File: config.mk
export PLATFORM = sky130hd
export DESIGN_NAME = integer_alu_with_compare
export DESIGN_NICKNAME = d
export VERILOG_FILES = /design/src/hdl/ialu_pkg.sv /design/src/hdl/ialu_decode.sv /design/src/hdl/ialu_exec.sv /design/src/hdl/ialu_select.sv /design/src/hdl/integer_alu_with_compare.sv
export SDC_FILE = /design/constraint.sdc
export NUM_CORES = 1
export LEC_CHECK = 0
export BUFFER_PORTS_ARGS = -buffer_cell sky130_fd_sc_hd__clkbuf_2
export CORE_UTILIZATION = 50
export DETAILED_ROUTE_END_ITERATION = 12
export PLACE_DENSITY_LB_ADDON = 0.25
export SLEW_MARGIN = 20
export SYNTH_ARGS = -nofsm -noshare
export SYNTH_HDL_FRONTEND = slang
export SYNTH_SLANG_ARGS = --single-unit
File: constraint.sdc
create_clock -name clk -period 17.7 [get_ports clk]
set_input_delay 5.31 -clock clk [delete_from_list [all_inputs] [get_ports clk]]
set_output_delay 5.31 -clock clk [all_outputs]
set_load 0.1 [all_outputs]
File: src/hdl/ialu_pkg.sv
// Shared types and constants for the integer ALU with compare.
package ialu_pkg;

  localparam int IALU_DATA_W        = 16;  // port width of operand and result words
  localparam int IALU_SHAMT_W       = 5;   // port width of the shift count
  localparam int IALU_OP_W          = 4;   // port width of the operation code
  localparam int IALU_WIDTH_DEFAULT = 16;  // default datapath width

  typedef enum logic [IALU_OP_W-1:0] {
    OP_ADD = 4'd0,
    OP_SUB = 4'd1,
    OP_NEG = 4'd2,
    OP_ABS = 4'd3,
    OP_SHR = 4'd4,
    OP_SHL = 4'd5,
    OP_EQ  = 4'd6,
    OP_GT  = 4'd7,
    OP_LT  = 4'd8,
    OP_LE  = 4'd9,
    OP_GE  = 4'd10,
    OP_MAX = 4'd11,
    OP_MIN = 4'd12
  } op_t;

  // Per-stage control that travels with the data.
  typedef struct packed {
    logic valid;
    op_t  op;
  } stage_ctl_t;

  // Compare and sign flags produced by the execute stage.
  typedef struct packed {
    logic eq;
    logic gt;
    logic lt;
    logic sign;
  } cmp_flags_t;

endpackage

File: src/hdl/ialu_decode.sv
// Stage 1: capture the transaction and size the operands to the datapath width.
module ialu_decode #(
  parameter int WIDTH = 16
) (
  input  logic                            clk,
  input  logic                            rst_n,
  input  logic                            in_valid,
  output logic                            in_ready,
  input  logic [ialu_pkg::IALU_OP_W-1:0]    in_operation,
  input  logic [ialu_pkg::IALU_DATA_W-1:0]  in_operand_a,
  input  logic [ialu_pkg::IALU_DATA_W-1:0]  in_operand_b,
  input  logic [ialu_pkg::IALU_SHAMT_W-1:0] in_shift_count,
  input  logic                            dn_ready,
  output ialu_pkg::stage_ctl_t            ctl_o,
  output logic [WIDTH-1:0]                a_o,
  output logic [WIDTH-1:0]                b_o,
  output logic [ialu_pkg::IALU_SHAMT_W-1:0] k_o
);
  import ialu_pkg::*;

  logic                    valid_r, valid_nxt;
  op_t                     op_r;
  logic [WIDTH-1:0]        a_r, b_r;
  logic [IALU_SHAMT_W-1:0] k_r;

  assign in_ready = !valid_r || dn_ready;

  always_comb begin
    valid_nxt = in_ready ? in_valid : valid_r;
  end

  always_ff @(posedge clk) begin
    if (!rst_n) begin
      valid_r <= 1'b0;
    end else begin
      valid_r <= valid_nxt;
    end
  end

  // Zero-extend or truncate to WIDTH, as the low WIDTH bits are all that count.
  always_ff @(posedge clk) begin
    if (in_ready && in_valid) begin
      op_r <= op_t'(in_operation);
      a_r  <= WIDTH'(in_operand_a);
      b_r  <= WIDTH'(in_operand_b);
      k_r  <= in_shift_count;
    end
  end

  assign ctl_o = '{valid: valid_r, op: op_r};
  assign a_o   = a_r;
  assign b_o   = b_r;
  assign k_o   = k_r;

endmodule

File: src/hdl/ialu_exec.sv
// Stage 2: adders, negate, barrel shifters and the compares.
module ialu_exec #(
  parameter int WIDTH = 16
) (
  input  logic                              clk,
  input  logic                              rst_n,
  input  ialu_pkg::stage_ctl_t              ctl_i,
  output logic                              up_ready,
  input  logic [WIDTH-1:0]                  a_i,
  input  logic [WIDTH-1:0]                  b_i,
  input  logic [ialu_pkg::IALU_SHAMT_W-1:0] k_i,
  input  logic                              dn_ready,
  output ialu_pkg::stage_ctl_t              ctl_o,
  output ialu_pkg::cmp_flags_t              flags_o,
  output logic [WIDTH-1:0]                  a_o,
  output logic [WIDTH-1:0]                  b_o,
  output logic [WIDTH-1:0]                  sum_o,
  output logic [WIDTH-1:0]                  diff_o,
  output logic [WIDTH-1:0]                  neg_o,
  output logic [WIDTH-1:0]                  shr_o,
  output logic [WIDTH-1:0]                  shl_o
);
  import ialu_pkg::*;

  logic       valid_r, valid_nxt;
  op_t        op_r;
  cmp_flags_t flags_r, flags_nxt;
  logic [WIDTH-1:0] a_r, b_r, sum_r, diff_r, neg_r, shr_r, shl_r;
  logic [WIDTH-1:0] sum_nxt, diff_nxt, neg_nxt, shr_nxt, shl_nxt;

  assign up_ready = !valid_r || dn_ready;

  always_comb begin
    valid_nxt = up_ready ? ctl_i.valid : valid_r;
  end

  always_comb begin
    sum_nxt  = a_i + b_i;
    diff_nxt = a_i - b_i;
    neg_nxt  = {WIDTH{1'b0}} - a_i;
    // Arithmetic shift saturates to all sign bits once k reaches WIDTH.
    shr_nxt  = $unsigned($signed(a_i) >>> k_i);
    // Sign bit held, low bits shifted with zero fill.
    shl_nxt  = {a_i[WIDTH-1], a_i[WIDTH-2:0] << k_i};
    // Ordering ignores the top bit.
    flags_nxt.eq   = (a_i == b_i);
    flags_nxt.gt   = (a_i[WIDTH-2:0] > b_i[WIDTH-2:0]);
    flags_nxt.lt   = (a_i[WIDTH-2:0] < b_i[WIDTH-2:0]);
    flags_nxt.sign = a_i[WIDTH-1];
  end

  always_ff @(posedge clk) begin
    if (!rst_n) begin
      valid_r <= 1'b0;
    end else begin
      valid_r <= valid_nxt;
    end
  end

  always_ff @(posedge clk) begin
    if (up_ready && ctl_i.valid) begin
      op_r    <= ctl_i.op;
      flags_r <= flags_nxt;
      a_r     <= a_i;
      b_r     <= b_i;
      sum_r   <= sum_nxt;
      diff_r  <= diff_nxt;
      neg_r   <= neg_nxt;
      shr_r   <= shr_nxt;
      shl_r   <= shl_nxt;
    end
  end

  assign ctl_o   = '{valid: valid_r, op: op_r};
  assign flags_o = flags_r;
  assign a_o     = a_r;
  assign b_o     = b_r;
  assign sum_o   = sum_r;
  assign diff_o  = diff_r;
  assign neg_o   = neg_r;
  assign shr_o   = shr_r;
  assign shl_o   = shl_r;

endmodule

File: src/hdl/ialu_select.sv
// Stage 3: pick the result by operation code into the output register.
module ialu_select #(
  parameter int WIDTH = 16
) (
  input  logic                             clk,
  input  logic                             rst_n,
  input  ialu_pkg::stage_ctl_t             ctl_i,
  output logic                             up_ready,
  input  ialu_pkg::cmp_flags_t             flags_i,
  input  logic [WIDTH-1:0]                 a_i,
  input  logic [WIDTH-1:0]                 b_i,
  input  logic [WIDTH-1:0]                 sum_i,
  input  logic [WIDTH-1:0]                 diff_i,
  input  logic [WIDTH-1:0]                 neg_i,
  input  logic [WIDTH-1:0]                 shr_i,
  input  logic [WIDTH-1:0]                 shl_i,
  output logic                             out_valid,
  input  logic                             out_ready,
  output logic [ialu_pkg::IALU_DATA_W-1:0] out_result_word
);
  import ialu_pkg::*;

  logic                   valid_r, valid_nxt;
  logic [IALU_DATA_W-1:0] result_r, result_nxt;
  logic [WIDTH-1:0]       res_w;

  assign up_ready = !valid_r || out_ready;

  always_comb begin
    valid_nxt = up_ready ? ctl_i.valid : valid_r;
  end

  always_comb begin
    case (ctl_i.op)
      OP_ADD:  res_w = sum_i;
      OP_SUB:  res_w = diff_i;
      OP_NEG:  res_w = neg_i;
      OP_ABS:  res_w = flags_i.sign ? neg_i : a_i;
      OP_SHR:  res_w = shr_i;
      OP_SHL:  res_w = shl_i;
      OP_EQ:   res_w = WIDTH'(flags_i.eq);
      OP_GT:   res_w = WIDTH'(flags_i.gt);
      OP_LT:   res_w = WIDTH'(flags_i.lt);
      OP_LE:   res_w = WIDTH'(!flags_i.gt);
      OP_GE:   res_w = WIDTH'(!flags_i.lt);
      OP_MAX:  res_w = flags_i.gt ? a_i : b_i;
      OP_MIN:  res_w = flags_i.lt ? a_i : b_i;
      default: res_w = {WIDTH{1'b0}};
    endcase
    result_nxt = IALU_DATA_W'(res_w);
  end

  always_ff @(posedge clk) begin
    if (!rst_n) begin
      valid_r <= 1'b0;
    end else begin
      valid_r <= valid_nxt;
    end
  end

  always_ff @(posedge clk) begin
    if (up_ready && ctl_i.valid) begin
      result_r <= result_nxt;
    end
  end

  assign out_valid       = valid_r;
  assign out_result_word = result_r;

endmodule

File: src/hdl/integer_alu_with_compare.sv
// Top level of the integer ALU with compare: three-stage pipeline.
//
// Integer ALU with compare. Each input transaction carries an operation code, two
// WIDTH-bit operand words and a shift count; it yields exactly one result transaction.
// Operations: add, sub (modulo 2^WIDTH), neg, abs (on the top bit), arithmetic shift
// right, shift left holding the sign bit, and eq, gt, lt, le, ge, max, min. Equality
// looks at all WIDTH bits; the ordering compares use only the low WIDTH-1 bits, unsigned.
// Compare results sit in bit 0 with all other bits zero; undefined opcodes return zero.
// Operands enter on 16-bit ports and only their low WIDTH bits are used; the result
// port carries the low 16 bits of the WIDTH-bit result.
// Timing: three register stages (decode, execute, select); a transaction passes them in
// that order and raises out_valid once held in select. One transaction is accepted per
// cycle unless a stall has backed up to the input. Each stage holds its own valid bit
// and loads whenever it is empty or its successor moves, so a stall at out_ready backs
// up stage by stage and empty stages keep filling behind it.

module integer_alu_with_compare #(
  parameter int WIDTH = ialu_pkg::IALU_WIDTH_DEFAULT
) (
  input  logic                              clk,
  input  logic                              rst_n,
  // input channel
  input  logic                              in_valid,
  output logic                              in_ready,
  input  logic [ialu_pkg::IALU_OP_W-1:0]    in_operation,
  input  logic [ialu_pkg::IALU_DATA_W-1:0]  in_operand_a,
  input  logic [ialu_pkg::IALU_DATA_W-1:0]  in_operand_b,
  input  logic [ialu_pkg::IALU_SHAMT_W-1:0] in_shift_count,
  // result channel
  output logic                              out_valid,
  input  logic                              out_ready,
  output logic [ialu_pkg::IALU_DATA_W-1:0]  out_result_word
);
  import ialu_pkg::*;

  // decode -> execute
  stage_ctl_t              dec_ctl;
  logic [WIDTH-1:0]        dec_a, dec_b;
  logic [IALU_SHAMT_W-1:0] dec_k;
  logic                    exe_ready;

  // execute -> select
  stage_ctl_t       exe_ctl;
  cmp_flags_t       exe_flags;
  logic [WIDTH-1:0] exe_a, exe_b, exe_sum, exe_diff, exe_neg, exe_shr, exe_shl;
  logic             sel_ready;

  // Stage 1: register the transaction, size operands to WIDTH.
  ialu_decode #(
    .WIDTH (WIDTH)
  ) u_decode (
    .clk            (clk),
    .rst_n          (rst_n),
    .in_valid       (in_valid),
    .in_ready       (in_ready),
    .in_operation   (in_operation),
    .in_operand_a   (in_operand_a),
    .in_operand_b   (in_operand_b),
    .in_shift_count (in_shift_count),
    .dn_ready       (exe_ready),
    .ctl_o          (dec_ctl),
    .a_o            (dec_a),
    .b_o            (dec_b),
    .k_o            (dec_k)
  );

  // Stage 2: every candidate result and the compare flags, computed in parallel.
  ialu_exec #(
    .WIDTH (WIDTH)
  ) u_exec (
    .clk      (clk),
    .rst_n    (rst_n),
    .ctl_i    (dec_ctl),
    .up_ready (exe_ready),
    .a_i      (dec_a),
    .b_i      (dec_b),
    .k_i      (dec_k),
    .dn_ready (sel_ready),
    .ctl_o    (exe_ctl),
    .flags_o  (exe_flags),
    .a_o      (exe_a),
    .b_o      (exe_b),
    .sum_o    (exe_sum),
    .diff_o   (exe_diff),
    .neg_o    (exe_neg),
    .shr_o    (exe_shr),
    .shl_o    (exe_shl)
  );

  // Stage 3: opcode mux into the output register.
  ialu_select #(
    .WIDTH (WIDTH)
  ) u_select (
    .clk             (clk),
    .rst_n           (rst_n),
    .ctl_i           (exe_ctl),
    .up_ready        (sel_ready),
    .flags_i         (exe_flags),
    .a_i             (exe_a),
    .b_i             (exe_b),
    .sum_i           (exe_sum),
    .diff_i          (exe_diff),
    .neg_i           (exe_neg),
    .shr_i           (exe_shr),
    .shl_i           (exe_shl),
    .out_valid       (out_valid),
    .out_ready       (out_ready),
    .out_result_word (out_result_word)
  );

endmodule

==> results.sh <==
export IMPL_status="finished, final reports clean"
export IMPL_routed_top_layer="met4"
export IMPL_ir_worst_vdd_uv=68.8
export IMPL_cts_hold_buf=0
export IMPL_start_kind="primary input"
export IMPL_ys_warn_count=0
export IMPL_seq_area_frac_synth_pct=55.0
export IMPL_die_w_um=140
export IMPL_crit_path_end_kind="output port"
export IMPL_tightest_slew_ps=901
export IMPL_wl_per_cell_um=22.3
export IMPL_htree_levels=4
export IMPL_row_count=50
export IMPL_critPathCapture="in_ready"
export IMPL_reg2reg_from="u_decode.a_o[8]"
export IMPL_pin_count=63
export IMPL_cts_made_buffers=17
export IMPL_rsz0062_at_grt="no"
export IMPL_yosysTopAreaCellShare_pct=54.4
export IMPL_postRouteAntennaNets=0
export IMPL_antenna_cells=0
export IMPL_grt_pass1_vias=6353
export IMPL_netlist_area_um2=9500
export IMPL_path_max_fanout=6
export IMPL_yosysTopAreaCell="edfxtp_1"
export IMPL_wirelength_mm=23.3
export IMPL_critPathRequiredTime_ps=12390
export IMPL_regToRegEndpoint="u_exec.sum_o[14]"
export IMPL_antenna_found_initial=0
export IMPL_period_share_pct=66.5
export IMPL_path_class="in -> out"
export IMPL_synth_flop_cell="edfxtp_1"
export IMPL_yosys_top_cells_count="edfxtp_1, nor2_1, a21oi_1"
export IMPL_grt_overflow=0
export IMPL_gp_congestion=0.881
export IMPL_final_nets=879
export IMPL_io_buffers=62
export IMPL_slowest_delay_ps=500
export IMPL_tns_ps=0
export IMPL_synth_most_common_cell="edfxtp_1"
export IMPL_post_cts_buffers=0
export IMPL_clock_skew_ps=13.9
export IMPL_synth_cells=764
export IMPL_synth_seq_cells=175
export IMPL_hold_viol_final=0
export IMPL_avgViaCountPerCell=6.26
export IMPL_yosys_cell_types_count=76
export IMPL_timing_fmax_mhz=85.0
export IMPL_drc=0
export IMPL_slew_violations=0
export IMPL_critPathSlowestCell="nor2b_1"
export IMPL_die_h_um=140
export IMPL_fill_cells=1542
export IMPL_critPathMostFrequentCell="clkbuf_2"
export IMPL_met2_length_mm=11.1
export IMPL_rrSetupSlack_ps=14700
export IMPL_setup_viol=0
export IMPL_maxCapViolCount=0
export IMPL_grt_max_degree=91
export IMPL_syn2layout_area_growth_pct=11.0
export IMPL_die_area_um2=19600
export IMPL_initial_core_util_pct=51.0
export IMPL_crit_start="out_ready"
export IMPL_crit_arrival_ps=6460
export IMPL_clk_latency_ps=440
export IMPL_drt_pass1_iterations=8
export IMPL_synth_nets=842
export IMPL_dp_hpwl_mm=16.4
export IMPL_synth_edf_count=172
export IMPL_ys_async_sr_fraction_pct=0
export IMPL_track_usage_pct=24.8
export IMPL_min_period_ps=11770
export IMPL_slew_headroom_pct=39.3
export IMPL_drt_iter0_drc=757
export IMPL_wl_met3_mm=1.73
export IMPL_r2r_cells=6
export IMPL_grt_first_pass_wirelength_mm=36.0
export IMPL_clock_sinks=175
export IMPL_powerDensity_nw_per_um2=103
export IMPL_drive_above_1_share_pct=19.3
export IMPL_avgSynthCellArea_um2=12.4
export IMPL_ctsResizeCount=0
export IMPL_path_cells="clkbuf_2, nor2b_1, nand3_1, clkbuf_2"
export IMPL_power_mw=1.09
export IMPL_clkTransAtPathRegs_ps=60
export IMPL_wl_met1_mm=9.80
export IMPL_synth_area_leaders="edfxtp_1, mux4_2, ha_1"
export IMPL_design_core_area_um2=18600
export IMPL_cts_root_buffer="clkbuf_16"
export IMPL_vias=6564
export IMPL_cts_tree="yes"
export IMPL_p_leak_nw=3.90
export IMPL_hold_class="reg -> reg"
export IMPL_cts_max_path_buffers=2
## per-layer routing
layer | global-route usage, % | vias up
li1 | - | 3021
met1 | 33.3 | 3198
met2 | 39.8 | 301
met3 | 4.30 | 44
met4 | 10.9 | 0
met5 | 0 | -
## kinds of logic (layout without fill, tap and decap cells)
| group | after synthesis | after routing | synth area share [%] |
|---|---|---|---|
| xor gates and xnor gates | 34 | 34 | 3.13 |
| and+or+nand+nor | 167 | 167 | 9.05 |
| adders and majority gates | 33 | 33 | 4.50 |
| muxes | 65 | 65 | 9.43 |
| buffers and inverters | 90 | 140 | 3.86 |
| AOI/OAI and AO/OA | 200 | 200 | 15.0 |
| DFF | 175 | 175 | 55.0 |
## metrics by stage
stage | std cells | setup WS (ps) | hold slack [ps] | utilization (%) | area, µm²
2_1_floorplan | 764 | 3210 | 400 | - | 9500
3_3_place_gp | 1016 | 6000 | 420 | 53.5 | 9980
3_5_place_dp | 1016 | 5940 | 406 | 53.5 | 9980
4_1_cts | 1048 | 5940 | 422 | 56.5 | 10500
5_1_grt | 1048 | 5900 | 422 | 56.6 | 10500
6_report | 1048 | 5930 | 424 | 56.6 | 10500
## placed cells by master, fill, tap and decap left out, types with 8 or more instances in the layout
cell type,Yosys,final
a211oi_1,10,10
a21o_1,16,16
a21oi_1,44,44
a221o_1,14,14
buf_4,0,9
clkbuf_16,0,17
clkbuf_2,1,62
edfxtp_1,172,172
ha_1,31,31
inv_1,30,30
mux2_2,16,16
mux2i_1,31,31
mux4_2,18,18
nand2_1,28,28
nand2b_1,14,14
nor2_1,53,52
nor2b_1,12,12
nor3_1,16,16
o21a_1,9,9
o21ai_0,23,23
xnor2_1,26,26
xor2_1,8,8
## worst max-delay path: cells and delay by family
| kind | cells | cell delay [ps] |
|---|---|---|
| buffers and inverters | 2 | 480 |
| and+or+nand+nor | 2 | 670 |
## how the worst min path moves through the flow
stage	slack [ps]	to	from	cells past startpoint
2_1_floorplan	400	u_exec.op_r[0]	u_decode.op_r[0]	0
3_3_place_gp	420	u_exec.op_r[3]	u_decode.op_r[3]	0
3_5_place_dp	410	u_exec.op_r[3]	u_decode.op_r[3]	0
4_1_cts	420	u_exec.op_r[3]	u_decode.op_r[3]	0
5_1_grt	420	u_exec.op_r[3]	u_decode.op_r[3]	0
6_report	420	u_exec.op_r[3]	u_decode.op_r[3]	0
## flip-flops by register name, summed over array words and instances (netlist names), 4 cells and up
name	flops
u_exec.neg_o	16
u_select.out_result_word	16
u_exec.shl_o	16
u_decode.b_o	16
u_exec.shr_o	15
u_exec.a_o	14
u_exec.sum_o	15
u_exec.diff_o	16
u_decode.k_o	5
u_exec.op_r	4
u_exec.b_o	16
u_decode.a_o	16
u_decode.op_r	4
## power breakdown
part	internal (mW)	leakage, nW	total (mW)	switching (mW)
Combinational	0.0804	1.99	0.201	0.120
Clock	0.196	0.267	0.363	0.166
Sequential	0.497	1.64	0.526	0.0291
## final cells by class
type                    count  area [µm²]  area share [%]
clock inverters            14         134            1.27
flip-flops and latches    175        5230            49.5
multi-input cells         499        3940            37.4
repair buffers             72         389            3.69
clock buffers              18         429            4.07
well taps                 234         293            2.78
inverters                  36         135            1.28
No activity file was read; power rests on OpenSTA's default activity.
